**src/rtl/core/dsm_pkg.sv**
```systemverilog
// Package for the DFA stream matcher: sizes, action codes, table entry
// and memory read- and write-request types. No dependencies.
package dsm_pkg;

   localparam int MAX_STATES  = 1024;
   localparam int MAX_SYMBOLS = 32;

   localparam int ACTION_W = 2;
   localparam int STATE_W  = 10;
   localparam int SYM_W    = 5;
   localparam int NEXT_W   = 11;
   localparam int TADDR_W  = STATE_W + SYM_W;
   localparam int TDEPTH   = 2 ** TADDR_W;

   typedef enum logic [ACTION_W-1:0] {
      ACT_WR_TRANS  = 2'd0,
      ACT_WR_ACCEPT = 2'd1,
      ACT_FEED      = 2'd2,
      ACT_FINISH    = 2'd3
   } action_type;

   typedef struct packed {
      logic               dead;
      logic [STATE_W-1:0] state;
   } tentry_type;

   typedef struct packed {
      logic               en;
      logic [TADDR_W-1:0] addr;
      tentry_type         data;
   } trans_wr_type;

   typedef struct packed {
      logic               en;
      logic [STATE_W-1:0] addr;
      logic               flag;
   } acc_wr_type;

   typedef struct packed {
      logic               en;
      logic [STATE_W-1:0] addr;
   } acc_rd_type;

endpackage

```
**src/rtl/core/dsm_accept_ram.sv**
```systemverilog
// Accept mark memory with a clearing sweep after reset (one entry a cycle)
// and a registered read port. Depends on dsm_pkg.
module dsm_accept_ram (
   input  logic                 clock,
   input  logic                 reset,
   input  dsm_pkg::acc_wr_type  wr,
   input  dsm_pkg::acc_rd_type  rd,
   output logic                 rd_flag,
   output logic                 busy
);
   import dsm_pkg::*;

   logic               mem [MAX_STATES];
   logic               rd_flag_ff;
   logic               busy_ff, busy_in;
   logic [STATE_W-1:0] clr_cnt_ff, clr_cnt_in;
   logic               wen;
   logic [STATE_W-1:0] waddr;
   logic               wdata;

   always_comb begin
      busy_in    = busy_ff;
      clr_cnt_in = clr_cnt_ff;
      if (busy_ff) begin
         clr_cnt_in = clr_cnt_ff + 1'b1;
         if (clr_cnt_ff == STATE_W'(MAX_STATES - 1)) begin
            busy_in = 1'b0;
         end
      end
   end

   always_ff @(posedge clock) begin
      if (reset) begin
         busy_ff    <= 1'b1;
         clr_cnt_ff <= '0;
      end else begin
         busy_ff    <= busy_in;
         clr_cnt_ff <= clr_cnt_in;
      end
   end

   assign wen   = busy_ff | wr.en;
   assign waddr = busy_ff ? clr_cnt_ff : wr.addr;
   assign wdata = busy_ff ? 1'b0 : wr.flag;

   always_ff @(posedge clock) begin
      if (wen) begin
         mem[waddr] <= wdata;
      end
   end

   always_ff @(posedge clock) begin
      if (rd.en) begin
         rd_flag_ff <= mem[rd.addr];
      end
   end

   assign rd_flag = rd_flag_ff;
   assign busy    = busy_ff;

endmodule

```
**config.mk**
```make
export PLATFORM = sky130hd
export DESIGN_NAME = dsm_accept_ram
export DESIGN_NICKNAME = d
export VERILOG_FILES = /design/src/rtl/core/dsm_pkg.sv /design/src/rtl/core/dsm_accept_ram.sv
export SDC_FILE = /design/constraint.sdc
export NUM_CORES = 1
export LEC_CHECK = 0
export BUFFER_PORTS_ARGS = -buffer_cell sky130_fd_sc_hd__buf_2
export CAP_MARGIN = 20
export CORE_UTILIZATION = 40
export DETAILED_ROUTE_END_ITERATION = 10
export PLACE_DENSITY = 0.64
export SYNTH_ARGS = -nofsm -noshare
export SYNTH_HDL_FRONTEND = slang
export SYNTH_SLANG_ARGS = --single-unit
```
**constraint.sdc**
```tcl
create_clock -name clock -period 44.9 [get_ports clock]
set_input_delay 13.47 -clock clock [delete_from_list [all_inputs] [get_ports clock]]
set_output_delay 13.47 -clock clock [all_outputs]
set_load 0.1 [all_outputs]
```
==> flow_summary.yaml, run 1 <==
status:
  status: "finished clean"
global_routing:
  grt_max_degree: 267
  track_usage_pct: 22.2
  grt_overflow_total: 0
  antenna_found_initial: 4
  grt_pass1_wl_um: 180000
  first_global_vias: 26600
detailed_routing:
  drt_iter0_drc: 3671
  drc_errors: 0
  viasPerCell: 5.84
  wl_per_cell_um: 26.9
  drt_first_pass_iters: 5
  vias: 27300
  routed_wl_um: 126000
  drt.antenna.violating_nets: 0
floorplanning:
  die_x_um: 337
  initial_utilization_pct: 40.5
  io_pins: 27
  dieArea_um2: 114000
  std_cell_rows: 122
  die_h_um: 337
  core_area_um2: 111000
sta:
  slew_viol_final: 0
  relSlewSlack_pct: 14.1
  fin_crit_sh_pct: 38.7
  layout_setup_ws_ns: 27.51
  finalClockSkew_ns: 0.0268
  setup_viol: 0
  worstMarginPinSlew_ns: 1.29
  fmax_mhz: 57.5
  rsz0062_at_grt: "false"
  period_minus_slack_ns: 17.39
  tns_ns: 0
  hold_violations: 0
critical_path:
  slowest_stage: "buf_4"
  setup.worst_path.start: "rd[0]"
  crit_path_max_fanout: 65
  crit_family: "buffers and inverters"
  crit_path_max_incr_delay_ns: 0.78
  cp_cell_sequence: "buf_8 -> buf_4 -> mux4_2 -> mux4_2 -> mux2i_1 -> nand2_1 -> a21oi_1 -> nor4_1 -> o31a_1 -> or4_1"
  worstSetupStartpointType: "input pin"
  cp-end-kind: "flop"
  arrival_ns: 17.78
  cp_data_required_time_ns: 45.29
  worstSetupPathType: "in -> reg"
  reg2reg_from: "busy"
  critPathBufInv: 2
  crit_top_cell: "mux4_2"
finish:
  drive_gt1_share_pct: 16.5
  final_nets: 3122
  seqCellArea_um2: 31000
  fillers: 9702
  multi_input_area_um2: 12800
  layout.cells.non_filler: 4674
  areaGrowthSynthToFinish_pct: 11.7
yosys:
  ys_ff_latch: 1036
  ys_types: 61
  async_reset_ff_share_pct: 0
  yosys-top-cells-count: "1066 x nor2_1, 1025 x edfxtp_1, 239 x clkbuf_1, 227 x mux4_2, 115 x nand2_1"
  syn_inst: 3167
  syn_area_per_cell_um2: 14.2
  syn_nets: 3193
  synth_edf_count: 1025
  synth_top_area_cell: "edfxtp_1"
  synth_top_area_share_pct: 68.5
  synth.cell_area_um2: 44900
  synthFlopType: "edfxtp_1"
  ys_warn_count: 0
  seq_area_frac_synth_pct: 69.0
  yosysMostFrequentCell: "nor2_1"
  yosys-top-cells-area: "edfxtp_1 69%, mux4_2 11%, nor2_1 8.9%"
min_path:
  worstHoldPathType: "reg -> reg"
  hp-start: "clr_cnt_ff[9]"
power_and_ir_drop:
  power_frac_clock_pct: 42.4
  comb_power_share_pct: 4.4
  netSwitchingFraction_pct: 21.2
  p_leak_nw: 15.2
  total_power_w: 0.00197
  p_per_area_nw_per_um2: 39.2
  intPower_w: 0.00155
  p_seq_share_pct: 53.2
  switchingPower_w: 0.000418
  ir_worst_vdd_mv: 0.0325
run:
  drv_cap: 0
clock_tree:
  htree_levels: 3
  cts_root_buffer: "clkbuf_16"
  post_cts_buffers: 0
  cts_made_buffers: 106
  cts_sinks: 1036
  clk_pin_slew_ns: 0.06
  ctsResizeCount: 0
  clock_latency_ns: 0.68
  cts_buffer_depth: 3
  hold_buffers: 0
  cts_tree: "yes"
place:
  globalplace.congestion: 0.789
  io_buffers: 26
  dp_slack_ns: 26.83
  place_inst: 4453
  dp_hpwl_um: 62900
[path summary, 6_finish.rpt]
kind | to | slack (ns) | depth (start not counted)
worst min-delay path | clr_cnt_ff[9] | 0.52 | 2
worst max-delay path | rd_flag | 27.51 | 10
worst min register to register | clr_cnt_ff[9] | 0.52 | 2
worst max register to register | mem[385] | 41.45 | 5
[power by group through the flow]
stage / Combinational, W / Clock [W] / Sequential, W
2_1_floorplan: 0.0000547 / 0 / 0.00107
3_3_place_gp: 0.0000858 / 0 / 0.00107
3_5_place_dp: 0.0000859 / 0 / 0.00107
4_1_cts: 0.0000860 / 0.000842 / 0.00105
5_1_grt: 0.0000897 / 0.000878 / 0.00105
6_report: 0.0000860 / 0.000835 / 0.00105
[worst reg2reg max path: stages (launching register included)]
cell     delay [ns]
dfxtp_1        0.32
buf_4          0.34
mux2_2         0.43
nor2_1         0.79
nand2_1        0.88
nor2_1         0.37
[registers in the layout, summed over array words and instances, names as in the netlist]
register    cells
mem          1024
clr_cnt_ff     10
busy            1
rd_flag         1
[cell usage in the layout (no fill, tap or decap), types with 33 or more instances in the layout]
master / n
nor2_1: 1065
edfxtp_1: 1025
mux4_2: 227
clkbuf_16: 109
mux2i_1: 95
nand2_1: 94
buf_4: 64
o221ai_1: 35
clkbuf_1: 35
a22oi_1: 33
[cells by family (layout without fill, tap and decap cells)]
kind of cell / after synthesis / after routing / share of synthesized area, %
DFF: 1036 / 1036 / 69.0
other: 0 / 4 / 0
xor gates and xnor gates: 8 / 8 / 0.156
adders and majority gates: 1 / 1 / 0.0279
and+or+nand+nor: 1301 / 1301 / 11.4
muxes: 323 / 323 / 13.5
AOI/OAI and AO/OA: 187 / 187 / 3.02
buffers and inverters: 311 / 326 / 2.82
[metal layers]
metal  global-route usage, %  wire length (um)  share of wire [%]  vias up
met5                       0                17              0.014        -
met2                    35.9             60400                 48     1316
li1                        -                 -                  -    11500
met3                    4.83             12500                9.9      287
met1                    29.0             47900                 38    14200
met4                    9.02              5130                4.1        2
[metrics by stage]
step | instance area [um^2] | hold WS [ns] | util (%)
6_report | 50200 | 0.519 | 45.2
5_1_grt | 50200 | 0.557 | 45.2
4_1_cts | 49600 | 0.522 | 44.7
3_5_place_dp | 46400 | 0.511 | 41.8
3_3_place_gp | 46400 | 0.519 | 41.8
2_1_floorplan | 44900 | 0.480 | -
[cell type report]
cell class,count,share of cell area [%]
multi-input combinational,1820,25.4
antenna,4,0.0200
inverter,15,0.112
timing repair buffer,117,2.53
tap,1488,3.71
sequential,1036,61.8
clock buffer,144,5.70
clock inverter,50,0.721
Note: power is estimated with default switching activity, not from simulation.
==> run 2, diff against run 1 <==
PLACE_DENSITY = 0.62   (was 0.64)
clock period = 16.5 ns   (was 44.9 ns; I/O delays follow)
==> flow_summary.yaml, run 2 (synthesis gave the netlist of run 1 again) <==
power_and_ir_drop:
  p_leak_nw: 15.3
  p_per_area_nw_per_um2: 108
  ir_worst_vdd_mv: 0.102
finish:
  largest_reg_flops: 1024
  layout_commonest_cell: "nor2_1"
  final_nets: 3127
  regMostFlops: "mem"
  areaGrowthSynthToFinish_pct: 12.2
  drive_gt1_share_pct: 16.8
  layout.cells.non_filler: 4682
  antenna_cells: 0
  final_cell_mix: "1064 x nor2_1, 1025 x edfxtp_1, 227 x mux4_2"
  largestRegisters: "mem: 1024 flops, clr_cnt_ff: 10 flops"
critical_path:
  worstSetupStartpointType: "input pin"
  cp_data_required_time_ns: 16.96
  crit_path_max_fanout: 57
  crit_top_cell: "mux4_2"
  worstSetupPathType: "in -> reg"
  crit_path_max_incr_delay_ns: 0.87
  arrival_ns: 9.06
  slowest_stage: "o41ai_1"
  cp-end-kind: "flop"
  critPathBufInv: 2
  setup.worst_path.start: "rd[0]"
  crit_family: "buffers and inverters"
  reg2reg_from: "busy"
  cp_cell_sequence: "buf_8 -> buf_4 -> mux4_2 -> mux4_2 -> and2_1 -> o41ai_1 -> a2111oi_0 -> or4_1"
detailed_routing:
  drc_errors: 0
  met2_length_um: 64000
  routed_wl_um: 127000
  wl_per_cell_um: 27.1
  drt_iter0_drc: 3603
  wl_met3_um: 10200
  vias: 27300
  drt-met1-wl_um: 48600
  top_layer_used: "met5"
  viasPerCell: 5.84
  drt_first_pass_iters: 6
  drt.antenna.violating_nets: 0
floorplanning:
  core_area_um2: 111000
  std_cell_rows: 122
  io_pins: 27
  die_h_um: 337
  dieArea_um2: 114000
  initial_utilization_pct: 40.5
  die_x_um: 337
sta:
  slew_viol_final: 0
  tns_ns: 0
  rsz0062_at_grt: "false"
  fmax_mhz: 116
  worstMarginPinSlew_ns: 1.11
  fin_crit_sh_pct: 52.1
  relSlewSlack_pct: 25.4
  period_minus_slack_ns: 8.60
  setup_viol: 0
  hold_violations: 0
  finalClockSkew_ns: 0.0586
clock_tree:
  cts_buffer_depth: 3
  clk_pin_slew_ns: 0.06
  cts_made_buffers: 109
  hold_buffers: 0
  cts_root_buffer: "clkbuf_16"
  ctsResizeCount: 0
  cts_tree: "yes"
  clock_latency_ns: 0.72
  post_cts_buffers: 0
  cts_sinks: 1036
  htree_levels: 3
place:
  io_buffers: 26
  globalplace.congestion: 0.817
  dp_hpwl_um: 67300
  place_inst: 4458
global_routing:
  antenna_found_initial: 4
  grt_pass1_wl_um: 183000
  first_global_vias: 26700
  grt_overflow_total: 0
  grt_max_degree: 233
  track_usage_pct: 22.4
min_path:
  worstHoldPathType: "reg -> reg"
  hp-start: "clr_cnt_ff[9]"
run:
  drv_cap: 0
status:
  status: "finished clean"
## run 2: cell count changes in the layout (fill, tap and decap cells not counted), moves of 2 or more
cell,previous run,this run
inv_16,0,2
diode_2,4,0
clkinv_8,0,2
clkinv_16,0,2
nand2_4,3,0
clkinv_1,23,29
nand2_2,18,21
buf_16,18,22
clkbuf_1,35,33
## run 2: stage by stage
step	area, um^2	setup slack (ns)	util [%]	power (W)	hold slack, ns
floorplan	44900	1.56	-	0.00306	0.480
CTS	49800	7.84	44.9	0.00544	0.528
detailed placement	46500	7.12	41.9	0.00314	0.524
global route	50400	7.62	45.4	0.00555	0.563
finish	50400	7.90	45.4	0.00542	0.529
global placement	46400	7.04	41.8	0.00314	0.509
## run 2: final cells by class
class                      instances  area (um^2)
clock buffer                     142         2850
fill                            9739        60600
timing repair buffer             119         1350
clock inverter                    62          507
sequential                      1036        31000
tap                             1488         1860
inverter                          15         56.3
multi-input combinational       1820        12700
## run 2: layer usage
metal | vias up | global-route usage (%)
met3 | 216 | 3.24
met2 | 1238 | 38.1
li1 | 11500 | -
met4 | 6 | 8.08
met1 | 14300 | 29.0
met5 | - | 0
## run 2: final timing paths
path / end / slack, ns / cells past startpoint
worst max-delay path: rd_flag / 7.90 / 8
worst min-delay path: clr_cnt_ff[9] / 0.53 / 2
worst max register to register: mem[107] / 12.83 / 5
worst min register to register: clr_cnt_ff[9] / 0.53 / 2
## run 2: where the power goes
part	switching (W)	internal (W)
registers	0.00000196	0.00285
clock network	0.00104	0.00129
logic	0.000151	0.0000857
total	0.00120	0.00422
## run 2: worst min-delay path, stage by stage (launching register included)
cell	delay, ns
dfxtp_1	0.34
o21ai_0	0.08
a21oi_1	0.06
